`config.mk`:
```
export PLATFORM = sky130hd
export DESIGN_NAME = light_level_classifier_core
export DESIGN_NICKNAME = d
export VERILOG_FILES = /design/src/hw/rtl/llc_pkg.sv /design/src/hw/rtl/llc_calib.sv /design/src/hw/rtl/llc_window_ram.sv /design/src/hw/rtl/llc_div.sv /design/src/hw/rtl/light_level_classifier_core.sv
export SDC_FILE = /design/constraint.sdc
export NUM_CORES = 2
export LEC_CHECK = 0
export BUFFER_PORTS_ARGS = -buffer_cell sky130_fd_sc_hd__clkbuf_2
export CELL_PAD_IN_SITES_DETAIL_PLACEMENT = 1
export CELL_PAD_IN_SITES_GLOBAL_PLACEMENT = 2
export CORE_MARGIN = 5
export CORE_UTILIZATION = 40
export DETAILED_ROUTE_END_ITERATION = 6
export PLACE_DENSITY_LB_ADDON = 0.25
export REMOVE_ABC_BUFFERS = 1
export SLEW_MARGIN = 20
export SYNTH_ARGS = -nofsm -noshare
export SYNTH_HDL_FRONTEND = slang
export SYNTH_SLANG_ARGS = --single-unit
```
`constraint.sdc`:
```
create_clock -name clk_i -period 16.23 [get_ports clk_i]
set_input_delay 3.246 -clock clk_i [delete_from_list [all_inputs] [get_ports clk_i]]
set_output_delay 3.246 -clock clk_i [all_outputs]
set_load 0.01 [all_outputs]
```
`src/hw/rtl/llc_pkg.sv`:
```
// shared widths, codes and reset values of the light level classifier
// no dependencies; imported by every module of the block
package llc_pkg;

  localparam int ADC_W      = 10;
  localparam int ADC_MAX    = 1023;
  localparam int LUX_W      = 17;
  localparam int LUX_FRAC   = 4;
  localparam int LUX_INT_W  = LUX_W - LUX_FRAC;
  localparam int LUX_TOP    = (1 << LUX_W) - 1;
  localparam int GAIN_W     = 18;
  localparam int BFL_W      = 13;
  localparam int LVL_W      = 8;
  localparam int CLASS_W    = 2;
  localparam int SCALE_SH   = 12;
  localparam int CFG_IDX_W  = 3;
  localparam int CFG_DATA_W = 18;

  localparam int WINDOW_DEF     = 10;
  localparam int OVERSAMPLE_DEF = 5;

  localparam logic [LVL_W-1:0] LVL_MAX = 8'd255;
  localparam logic [LVL_W-1:0] LVL_OFF = 8'd0;

  localparam logic [CLASS_W-1:0] CLASS_DARK   = 2'd0;
  localparam logic [CLASS_W-1:0] CLASS_NORMAL = 2'd1;
  localparam logic [CLASS_W-1:0] CLASS_BRIGHT = 2'd2;

  localparam logic [CFG_IDX_W-1:0] CFG_CAL_OFFSET  = 3'd0;
  localparam logic [CFG_IDX_W-1:0] CFG_CAL_GAIN    = 3'd1;
  localparam logic [CFG_IDX_W-1:0] CFG_LUX_MAX     = 3'd2;
  localparam logic [CFG_IDX_W-1:0] CFG_DARK_LIMIT  = 3'd3;
  localparam logic [CFG_IDX_W-1:0] CFG_NORMAL_MAX  = 3'd4;
  localparam logic [CFG_IDX_W-1:0] CFG_BRIGHT_FULL = 3'd5;

  localparam logic [LUX_W-1:0]  CAL_OFFSET_RST  = 17'd26852;
  localparam logic [GAIN_W-1:0] CAL_GAIN_RST    = 18'd32031;
  localparam logic [LUX_W-1:0]  LUX_MAX_RST     = 17'd80000;
  localparam logic [LUX_W-1:0]  DARK_LIMIT_RST  = 17'd4800;
  localparam logic [LUX_W-1:0]  NORMAL_MAX_RST  = 17'd12800;
  localparam logic [BFL_W-1:0]  BRIGHT_FULL_RST = 13'd2000;

  function automatic int max_int(input int a, input int b);
    return (a > b) ? a : b;
  endfunction

endpackage

```
`src/hw/rtl/llc_calib.sv`:
```
// two-stage calibration: group sum times gain, then offset subtract and clamp
// depends on llc_pkg
module llc_calib import llc_pkg::*; #(
  parameter int SUM_W = 13
) (
  input  logic              clk_i,
  input  logic              rst_ni,
  input  logic              start_i,
  input  logic [SUM_W-1:0]  sum_i,
  input  logic [GAIN_W-1:0] gain_i,
  input  logic [LUX_W-1:0]  offset_i,
  input  logic [LUX_W-1:0]  lux_max_i,
  output logic              valid_o,
  output logic [LUX_W-1:0]  raw_o,
  output logic              clamped_o
);

  localparam int PROD_W = GAIN_W + SUM_W;
  localparam int POS_W  = LUX_W + SCALE_SH;
  localparam int CMP_W  = max_int(PROD_W, POS_W);
  localparam int V_W    = CMP_W - SCALE_SH;

  logic [PROD_W-1:0] prod_q;
  logic              s1_q, s2_q;
  logic [LUX_W-1:0]  raw_q, raw_d;
  logic              clamped_q, clamped_d;
  logic [CMP_W-1:0]  prod_ext, pos_ext, diff;
  logic [V_W-1:0]    v_val;

  always_comb begin
    prod_ext  = CMP_W'(prod_q);
    pos_ext   = CMP_W'({offset_i, {SCALE_SH{1'b0}}});
    diff      = pos_ext - prod_ext;
    v_val     = diff[CMP_W-1:SCALE_SH];
    clamped_d = prod_ext > pos_ext;
    if (clamped_d) begin
      raw_d = '0;
    end else if (v_val > V_W'(lux_max_i)) begin
      raw_d = lux_max_i;
    end else begin
      raw_d = v_val[LUX_W-1:0];
    end
  end

  always_ff @(posedge clk_i or negedge rst_ni) begin
    if (!rst_ni) begin
      s1_q <= 1'b0;
      s2_q <= 1'b0;
    end else begin
      s1_q <= start_i;
      s2_q <= s1_q;
    end
  end

  always_ff @(posedge clk_i) begin
    if (start_i) begin
      prod_q <= PROD_W'(gain_i) * PROD_W'(sum_i);
    end
    if (s1_q) begin
      raw_q     <= raw_d;
      clamped_q <= clamped_d;
    end
  end

  assign valid_o   = s2_q;
  assign raw_o     = raw_q;
  assign clamped_o = clamped_q;

endmodule

```
`src/hw/rtl/llc_window_ram.sv`:
```
// moving-average window store: one write port, one registered read port
// depends on llc_pkg
module llc_window_ram import llc_pkg::*; #(
  parameter int DEPTH = WINDOW_DEF,
  parameter int AW    = 4
) (
  input  logic             clk_i,
  input  logic             we_i,
  input  logic [AW-1:0]    waddr_i,
  input  logic [LUX_W-1:0] wdata_i,
  input  logic             re_i,
  input  logic [AW-1:0]    raddr_i,
  output logic [LUX_W-1:0] rdata_o
);

  logic [LUX_W-1:0] mem_q [DEPTH];
  logic [LUX_W-1:0] rdata_q;

  always_ff @(posedge clk_i) begin
    if (we_i) begin
      mem_q[waddr_i] <= wdata_i;
    end
    if (re_i) begin
      rdata_q <= mem_q[raddr_i];
    end
  end

  assign rdata_o = rdata_q;

endmodule

```
`src/hw/rtl/llc_div.sv`:
```
// bit-serial restoring divider, one quotient bit per cycle
// depends on llc_pkg
module llc_div import llc_pkg::*; #(
  parameter int DW  = 21,
  parameter int DVW = 13
) (
  input  logic           clk_i,
  input  logic           rst_ni,
  input  logic           start_i,
  input  logic [DW-1:0]  dividend_i,
  input  logic [DVW-1:0] divisor_i,
  output logic           done_o,
  output logic [DW-1:0]  quo_o
);

  localparam int CNT_W = $clog2(DW + 1);

  logic [DW-1:0]    quo_q;
  logic [DVW-1:0]   rem_q, dvs_q;
  logic [CNT_W-1:0] cnt_q;
  logic             run_q, done_q;
  logic [DVW:0]     trial, trial_sub;
  logic             ge;

  always_comb begin
    trial     = {rem_q, quo_q[DW-1]};
    trial_sub = trial - {1'b0, dvs_q};
    ge        = trial >= {1'b0, dvs_q};
  end

  always_ff @(posedge clk_i or negedge rst_ni) begin
    if (!rst_ni) begin
      run_q  <= 1'b0;
      cnt_q  <= '0;
      done_q <= 1'b0;
    end else begin
      done_q <= run_q && (cnt_q == CNT_W'(1));
      if (start_i) begin
        run_q <= 1'b1;
        cnt_q <= CNT_W'(DW);
      end else if (run_q) begin
        cnt_q <= cnt_q - CNT_W'(1);
        if (cnt_q == CNT_W'(1)) begin
          run_q <= 1'b0;
        end
      end
    end
  end

  always_ff @(posedge clk_i) begin
    if (start_i) begin
      quo_q <= dividend_i;
      rem_q <= '0;
      dvs_q <= divisor_i;
    end else if (run_q) begin
      quo_q <= {quo_q[DW-2:0], ge};
      rem_q <= ge ? trial_sub[DVW-1:0] : trial[DVW-1:0];
    end
  end

  assign done_o = done_q;
  assign quo_o  = quo_q;

endmodule

```
`src/hw/rtl/light_level_classifier_core.sv`:
```
// top level of the light level classifier: sequencer, window total, outputs
// depends on llc_pkg, llc_calib, llc_window_ram, llc_div
//
// channel  direction  handshake                  payload
// in       sink       in_valid_i / in_stall_o    adc_sample_i
// out      source     out_valid_o / out_stall_i  raw_lux_q4_o .. buzzer_on_o
// cfg      sink       cfg_we_i                   cfg_idx_i, cfg_data_i
//
// an item that does not close a group only adds to the group sum; a closing item
// runs calibration, the average division (DIV_W = 21 by default), the class step
// and, for a bright result with a nonempty span, the gradient division in turn
// reset loads the register defaults and empties the group and the window
// the finished result waits in the output register; a stalled output holds
// the sequencer in its last step until the register is free
module light_level_classifier_core import llc_pkg::*; #(
  parameter int WINDOW     = WINDOW_DEF,
  parameter int OVERSAMPLE = OVERSAMPLE_DEF
) (
  input  logic                  clk_i,
  input  logic                  rst_ni,
  input  logic                  in_valid_i,
  output logic                  in_stall_o,
  input  logic [ADC_W-1:0]      adc_sample_i,
  output logic                  out_valid_o,
  input  logic                  out_stall_i,
  output logic [LUX_W-1:0]      raw_lux_q4_o,
  output logic                  clamped_low_o,
  output logic [LUX_W-1:0]      avg_lux_q4_o,
  output logic [CLASS_W-1:0]    light_class_o,
  output logic [LVL_W-1:0]      red_level_o,
  output logic [LVL_W-1:0]      green_level_o,
  output logic [LVL_W-1:0]      blue_level_o,
  output logic                  buzzer_on_o,
  input  logic                  cfg_we_i,
  input  logic [CFG_IDX_W-1:0]  cfg_idx_i,
  input  logic [CFG_DATA_W-1:0] cfg_data_i
);

  localparam int SUM_W = $clog2(OVERSAMPLE * ADC_MAX + 1);
  localparam int GCW   = $clog2(OVERSAMPLE + 1);
  localparam int AW    = (WINDOW > 1) ? $clog2(WINDOW) : 1;
  localparam int TOT_W = $clog2(WINDOW * LUX_TOP + 1);
  localparam int NUM_W = LUX_INT_W + LVL_W;
  localparam int DIV_W = max_int(TOT_W, NUM_W);
  localparam int DVS_W = max_int(BFL_W, $clog2(WINDOW + 1));

  typedef enum logic [5:0] {
    S_IDLE  = 6'b000001,
    S_CALIB = 6'b000010,
    S_DIVA  = 6'b000100,
    S_CLASS = 6'b001000,
    S_DIVG  = 6'b010000,
    S_PUSH  = 6'b100000
  } state_e;

  state_e state_q, state_d;

  // configuration registers
  logic [LUX_W-1:0]  offset_q, lux_max_q, dark_q, normal_q;
  logic [GAIN_W-1:0] gain_q;
  logic [BFL_W-1:0]  bff_q;

  // group and window state
  logic [SUM_W-1:0] group_sum_q, group_sum_d, sum_next;
  logic [GCW-1:0]   group_cnt_q, group_cnt_d;
  logic [AW-1:0]    slot_q, slot_d;
  logic             full_q, full_d;
  logic [TOT_W-1:0] total_q, total_d, old_val;
  logic             slot_last, last_item, in_acc;
  logic [DVS_W-1:0] count_val;

  // result registers
  logic [LUX_W-1:0]   avg_q, avg_d;
  logic [CLASS_W-1:0] cls_q, cls_d;
  logic [LVL_W-1:0]   red_q, red_d, grn_q, grn_d;
  logic               buz_q, buz_d;

  // output register
  logic               out_valid_q, out_valid_d, out_load;
  logic [LUX_W-1:0]   o_raw_q, o_avg_q;
  logic               o_flag_q, o_buz_q;
  logic [CLASS_W-1:0] o_cls_q;
  logic [LVL_W-1:0]   o_red_q, o_grn_q;

  // calibration, store and divider hookup
  logic             calib_start, calib_valid, calib_flag;
  logic [LUX_W-1:0] calib_raw, ram_rdata;
  logic             ram_we, ram_re;
  logic             div_start, div_done;
  logic [DIV_W-1:0] div_dividend, div_quo;
  logic [DVS_W-1:0] div_divisor;

  // gradient terms
  logic [LUX_INT_W-1:0] x_int, lo_int, dx;
  logic [BFL_W-1:0]     span;
  logic [NUM_W-1:0]     num;
  logic [LVL_W-1:0]     inten;
  logic                 is_dark, is_normal, flat;

  assign in_stall_o = (state_q != S_IDLE);
  assign in_acc     = in_valid_i && !in_stall_o;
  assign last_item  = (group_cnt_q == GCW'(OVERSAMPLE - 1));
  assign sum_next   = group_sum_q + SUM_W'(adc_sample_i);

  assign slot_last = (slot_q == AW'(WINDOW - 1));
  assign old_val   = full_q ? TOT_W'(ram_rdata) : '0;
  assign count_val = (full_q || slot_last) ? DVS_W'(WINDOW) : DVS_W'(slot_q) + DVS_W'(1);

  assign is_dark   = avg_q < dark_q;
  assign is_normal = avg_q <= normal_q;
  assign x_int     = avg_q[LUX_W-1:LUX_FRAC];
  assign lo_int    = normal_q[LUX_W-1:LUX_FRAC];
  assign flat      = bff_q <= lo_int;
  assign dx        = x_int - lo_int;
  assign span      = bff_q - lo_int;
  assign num       = NUM_W'(dx) * NUM_W'(LVL_MAX);
  assign inten     = (|div_quo[DIV_W-1:LVL_W]) ? LVL_MAX : div_quo[LVL_W-1:0];

  assign out_load  = (state_q == S_PUSH) && (!out_valid_q || !out_stall_i);

  always_comb begin
    state_d      = state_q;
    group_sum_d  = group_sum_q;
    group_cnt_d  = group_cnt_q;
    slot_d       = slot_q;
    full_d       = full_q;
    total_d      = total_q;
    avg_d        = avg_q;
    cls_d        = cls_q;
    red_d        = red_q;
    grn_d        = grn_q;
    buz_d        = buz_q;
    calib_start  = 1'b0;
    ram_re       = 1'b0;
    ram_we       = 1'b0;
    div_start    = 1'b0;
    div_dividend = DIV_W'(total_d);
    div_divisor  = count_val;
    out_valid_d  = out_valid_q;

    case (state_q)
      S_IDLE: begin
        if (in_acc) begin
          if (last_item) begin
            group_sum_d = '0;
            group_cnt_d = '0;
            calib_start = 1'b1;
            ram_re      = 1'b1;
            state_d     = S_CALIB;
          end else begin
            group_sum_d = sum_next;
            group_cnt_d = group_cnt_q + GCW'(1);
          end
        end
      end
      S_CALIB: begin
        if (calib_valid) begin
          total_d      = total_q - old_val + TOT_W'(calib_raw);
          ram_we       = 1'b1;
          slot_d       = slot_last ? '0 : slot_q + AW'(1);
          full_d       = full_q || slot_last;
          div_start    = 1'b1;
          div_dividend = DIV_W'(total_d);
          div_divisor  = count_val;
          state_d      = S_DIVA;
        end
      end
      S_DIVA: begin
        if (div_done) begin
          avg_d   = div_quo[LUX_W-1:0];
          state_d = S_CLASS;
        end
      end
      S_CLASS: begin
        if (is_dark) begin
          cls_d   = CLASS_DARK;
          red_d   = LVL_OFF;
          grn_d   = LVL_OFF;
          buz_d   = 1'b1;
          state_d = S_PUSH;
        end else if (is_normal) begin
          cls_d   = CLASS_NORMAL;
          red_d   = LVL_MAX;
          grn_d   = LVL_MAX;
          buz_d   = 1'b0;
          state_d = S_PUSH;
        end else begin
          cls_d = CLASS_BRIGHT;
          red_d = LVL_MAX;
          buz_d = 1'b0;
          if (flat) begin
            grn_d   = LVL_OFF;
            state_d = S_PUSH;
          end else begin
            div_start    = 1'b1;
            div_dividend = DIV_W'(num);
            div_divisor  = DVS_W'(span);
            state_d      = S_DIVG;
          end
        end
      end
      S_DIVG: begin
        if (div_done) begin
          grn_d   = LVL_MAX - inten;
          state_d = S_PUSH;
        end
      end
      S_PUSH: begin
        if (out_load) begin
          state_d = S_IDLE;
        end
      end
      default: begin
        state_d = S_IDLE;
      end
    endcase

    if (out_load) begin
      out_valid_d = 1'b1;
    end else if (!out_stall_i) begin
      out_valid_d = 1'b0;
    end
  end

  always_ff @(posedge clk_i or negedge rst_ni) begin
    if (!rst_ni) begin
      state_q     <= S_IDLE;
      group_sum_q <= '0;
      group_cnt_q <= '0;
      slot_q      <= '0;
      full_q      <= 1'b0;
      total_q     <= '0;
      out_valid_q <= 1'b0;
    end else begin
      state_q     <= state_d;
      group_sum_q <= group_sum_d;
      group_cnt_q <= group_cnt_d;
      slot_q      <= slot_d;
      full_q      <= full_d;
      total_q     <= total_d;
      out_valid_q <= out_valid_d;
    end
  end

  always_ff @(posedge clk_i or negedge rst_ni) begin
    if (!rst_ni) begin
      offset_q  <= CAL_OFFSET_RST;
      gain_q    <= CAL_GAIN_RST;
      lux_max_q <= LUX_MAX_RST;
      dark_q    <= DARK_LIMIT_RST;
      normal_q  <= NORMAL_MAX_RST;
      bff_q     <= BRIGHT_FULL_RST;
    end else if (cfg_we_i) begin
      case (cfg_idx_i)
        CFG_CAL_OFFSET:  offset_q  <= cfg_data_i[LUX_W-1:0];
        CFG_CAL_GAIN:    gain_q    <= cfg_data_i[GAIN_W-1:0];
        CFG_LUX_MAX:     lux_max_q <= cfg_data_i[LUX_W-1:0];
        CFG_DARK_LIMIT:  dark_q    <= cfg_data_i[LUX_W-1:0];
        CFG_NORMAL_MAX:  normal_q  <= cfg_data_i[LUX_W-1:0];
        CFG_BRIGHT_FULL: bff_q     <= cfg_data_i[BFL_W-1:0];
        default: ;
      endcase
    end
  end

  always_ff @(posedge clk_i) begin
    avg_q <= avg_d;
    cls_q <= cls_d;
    red_q <= red_d;
    grn_q <= grn_d;
    buz_q <= buz_d;
    if (out_load) begin
      o_raw_q  <= calib_raw;
      o_flag_q <= calib_flag;
      o_avg_q  <= avg_q;
      o_cls_q  <= cls_q;
      o_red_q  <= red_q;
      o_grn_q  <= grn_q;
      o_buz_q  <= buz_q;
    end
  end

  llc_calib #(
    .SUM_W(SUM_W)
  ) u_calib (
    .clk_i     (clk_i),
    .rst_ni    (rst_ni),
    .start_i   (calib_start),
    .sum_i     (sum_next),
    .gain_i    (gain_q),
    .offset_i  (offset_q),
    .lux_max_i (lux_max_q),
    .valid_o   (calib_valid),
    .raw_o     (calib_raw),
    .clamped_o (calib_flag)
  );

  llc_window_ram #(
    .DEPTH(WINDOW),
    .AW   (AW)
  ) u_window_ram (
    .clk_i   (clk_i),
    .we_i    (ram_we),
    .waddr_i (slot_q),
    .wdata_i (calib_raw),
    .re_i    (ram_re),
    .raddr_i (slot_q),
    .rdata_o (ram_rdata)
  );

  llc_div #(
    .DW (DIV_W),
    .DVW(DVS_W)
  ) u_div (
    .clk_i      (clk_i),
    .rst_ni     (rst_ni),
    .start_i    (div_start),
    .dividend_i (div_dividend),
    .divisor_i  (div_divisor),
    .done_o     (div_done),
    .quo_o      (div_quo)
  );

  assign out_valid_o   = out_valid_q;
  assign raw_lux_q4_o  = o_raw_q;
  assign clamped_low_o = o_flag_q;
  assign avg_lux_q4_o  = o_avg_q;
  assign light_class_o = o_cls_q;
  assign red_level_o   = o_red_q;
  assign green_level_o = o_grn_q;
  assign blue_level_o  = o_grn_q;
  assign buzzer_on_o   = o_buz_q;

endmodule

```
==> results.py <==
metrics = {
    "run": {
        "maxCapViolCount": 0,
    },
    "global_route": {
        "layer_with_the_highest_usage_after_global_routing": "met2",
        "grt_pass1_vias": 25900,
        "globalRoute.totalOverflow": 0,
        "number_of_antenna_violations_at_the_first_check_in_global_routing": 3,
        "globalRouteMet1Util_pct": 26.21,
        "grt_first_pass_wirelength_um": 149200,
        "largest_net_degree_at_the_start_of_global_routing": 64,
        "track_usage_pct": 20.31,
        "grtUsageMet3_pct": 2.430,
        "globalRouteMet2Util_pct": 36.56,
    },
    "logic_synthesis": {
        "synthDistinctLibCells": 97,
        "ys_ff_latch": 516,
        "asyncSetResetFlopFracSynth_pct": 30.43,
        "syn_area_per_cell_um2": 11.23,
        "synth_top_cells_by_count": "inv_1, edfxtp_1, nand2_1, ha_1, fa_1",
        "post_synthesis_sequential_area_ratio_pct": 42.08,
        "netlist_instances": 3095,
        "yosys_warnings": 0,
        "synth_edf_count": 346,
        "yosysTopAreaCell": "edfxtp_1",
        "netlist_area_um2": 34760,
        "main_flop_type_after_synthesis": "edfxtp_1",
        "post-synth-top-area-fraction_pct": 29.89,
        "yosys.cell_count.top_type": "inv_1",
        "cells_taking_the_most_area_after_synthesis": "edfxtp_1, fa_1, ha_1, dfrtp_1, inv_1",
    },
    "drt": {
        "drt_pass1_iterations": 5,
        "detailroute.via_count": 22930,
        "drt_iter0_markers": 1047,
        "avgRoutedWirePerCell_um": 21.41,
        "detail_route.vias_per_cell": 5.221,
        "ant_nets": 0,
        "postRouteWirelength_um": 94020,
        "route.detailed.drc": 0,
    },
    "critical_path": {
        "path_common_cell": "fa_1",
        "crit_path_end_kind": "register",
        "crit_path_max_fanout": 18,
        "timing.reg2reg.setup_slack_ns": 7.73,
        "worst_ep_required_time_ns": 16.60,
        "cp.arrival_ns": 11.19,
        "criticalPathCategory": "in -> reg",
        "worst_setup_path_start_kind": "input port",
        "crit_path_top_delay_cell": "fa_1",
        "critical_path.max_stage_delay_ns": 0.55,
    },
    "die": {
        "area_of_the_core_um2": 86480,
        "vert_die_dim_um": 304.8,
        "starting_utilization_of_the_core_area_pct": 40.19,
        "fp.dieArea_um2": 92890,
        "dieWidth_um": 304.8,
        "pin_count": 100,
        "std_cell_rows": 108,
    },
    "sta": {
        "post-route-min-period_ns": 10.83,
        "fmax_mhz": 92.36,
        "final.period_utilization_pct": 66.71,
        "max_slew_margin_pct": 27.72,
        "max_slew.worst_pin.slew_ns": 1.084,
        "setup_repair_after_global_routing_missed_its_margin": "no",
        "maxSlewViolCount": 0,
        "setup_tns_ns": 0,
        "finalSetupViolations": 0,
        "worst_clock_skew_ns": 0.01705,
        "timing_hold_violations_final": 0,
    },
    "finish": {
        "layout_nets": 3722,
        "area_delta_synth_final_pct": 10.91,
        "drive_gt1_share_pct": 12.58,
        "num_antenna_cells": 0,
        "multiInputGateArea_um2": 17950,
        "sequential_cell_area_um2": 14630,
        "count_of_fill_cells_added_during_filler_insertion": 9368,
    },
    "outcome": {
        "status": "complete, no violations",
    },
    "clock_tree": {
        "tritoncts": "yes",
        "cts_post_setup_buffers_inserted": 0,
        "cts.path.max_buffers": 3,
        "ctsHoldBuffers": 0,
        "clock_insertion_delay_worst_skew_ns": 0.62,
        "clock_sinks": 516,
        "cts-buffers-inserted": 58,
        "cts-root-buf": "clkbuf_16",
        "worst_setup_hold_path_clk_slew_ns": 0.06,
        "clock_tree.htree_level_count": 2,
        "ctsResizeCount": 0,
    },
    "placement": {
        "gp_congestion": 0.8615,
        "portBuffers": 99,
        "hpwl_um": 72030,
    },
    "min_path": {
        "worst_min_delay_path_category": "reg -> reg",
    },
}
==> layout make-up <==
cell class,instances,area share [%]
Multi-Input combinational cell,1999,46.56
Clock inverter,28,0.9477
Sequential cell,516,37.95
Timing Repair Buffer,138,2.061
Clock buffer,80,4.112
Tap cell,1155,3.749
Inverter,475,4.625
==> stage by stage <==
| step | area [µm²] | std cells | hold slack [ns] | setup WS (ns) | utilization [%] |
|---|---|---|---|---|---|
| 5_1_grt | 38550 | 4391 | 0.4264 | 4.891 | 44.58 |
| 6_report | 38550 | 4391 | 0.4205 | 5.402 | 44.58 |
| 3_5_place_dp | 36590 | 4283 | 0.4063 | 4.735 | 42.31 |
| 4_1_cts | 38540 | 4391 | 0.4197 | 5.381 | 44.56 |
| 3_3_place_gp | 36590 | 4283 | 0.4078 | 4.900 | 42.31 |
| 2_1_floorplan | 34290 | 2990 | 0.4003 | 5.457 | - |
==> path summary, 6_finish.rpt <==
path,cells after the start,endpoint,startpoint
setup / recovery,33,u_calib.prod_ext[30]$_DFFE_PP_,adc_sample_i[0]
hold / removal,0,red_level_o[6]$_DFFE_PP_,red_q[6]$_DFFE_PP_
setup reg to reg,32,u_calib.prod_ext[30]$_DFFE_PP_,group_sum_q[0]$_DFFE_PN0P_
hold reg to reg,0,red_level_o[6]$_DFFE_PP_,red_q[6]$_DFFE_PP_
max in group asynchronous,3,group_sum_q[12]$_DFFE_PN0P_,rst_ni
min in group asynchronous,1,state_q[5]$_DFFE_PN0P_,rst_ni
==> layout by cell type, fill, tap and decap left out, drive strengths merged, types with 14 or more instances in the layout <==
cell type  instances
dfrtp            120
nand3             20
o21a              21
nor2             118
o21ai            137
a211oi            36
nor3              39
buf               40
mux2i             39
and2             114
and3              14
a21oi            142
nor2b             42
inv              476
dfstp             37
nand4             20
ha               265
xor2              58
fa               233
mux4              34
mux2              69
xnor2             77
clkinv            18
edfxtp           346
nand2            293
clkbuf           178
a21o              58
==> flip-flops by register name, indices dropped and copies added, names as in the netlist, 18 cells and up <==
| signal | flops |
|---|---|
| gain_q | 18 |
| total_q | 21 |
| u_calib.prod_ext | 31 |
| u_div.quo_o | 21 |
| u_window_ram.mem_q | 170 |
==> per-layer routing <==
metal	wire length, µm	share of wire (%)	vias up
li1	-	-	10650
met1	40970	44	11800
met2	47620	51	354
met3	2935	3.1	119
met4	2480	2.6	0
met5	0	0	-
==> critical path, delay by kind of cell <==
| family | cells | cell delay, ns |
|---|---|---|
| buffers and inverters | 5 | 0.49 |
| AOI/OAI and AO/OA | 14 | 2.91 |
| adders and majority gates | 8 | 3.67 |
| and+or+nand+nor | 5 | 0.74 |
| xor gates and xnor gates | 1 | 0.13 |
==> logic make-up after synthesis <==
family                   Yosys count  synth area share [%]
AO/OA/AOI/OAI                    508                 9.406
XOR/XNOR                         135                 3.542
adder cells (fa/ha/maj)          501                 23.04
buffers and inverters            580                 6.490
flip-flops                       516                 42.08
multiplexers                     142                 5.561
AND/OR/NAND/NOR                  713                 9.881
Power is left out: the tool's default activity adds up to more than one toggle a clock period on the data nets, which glitch-free logic cannot reach.
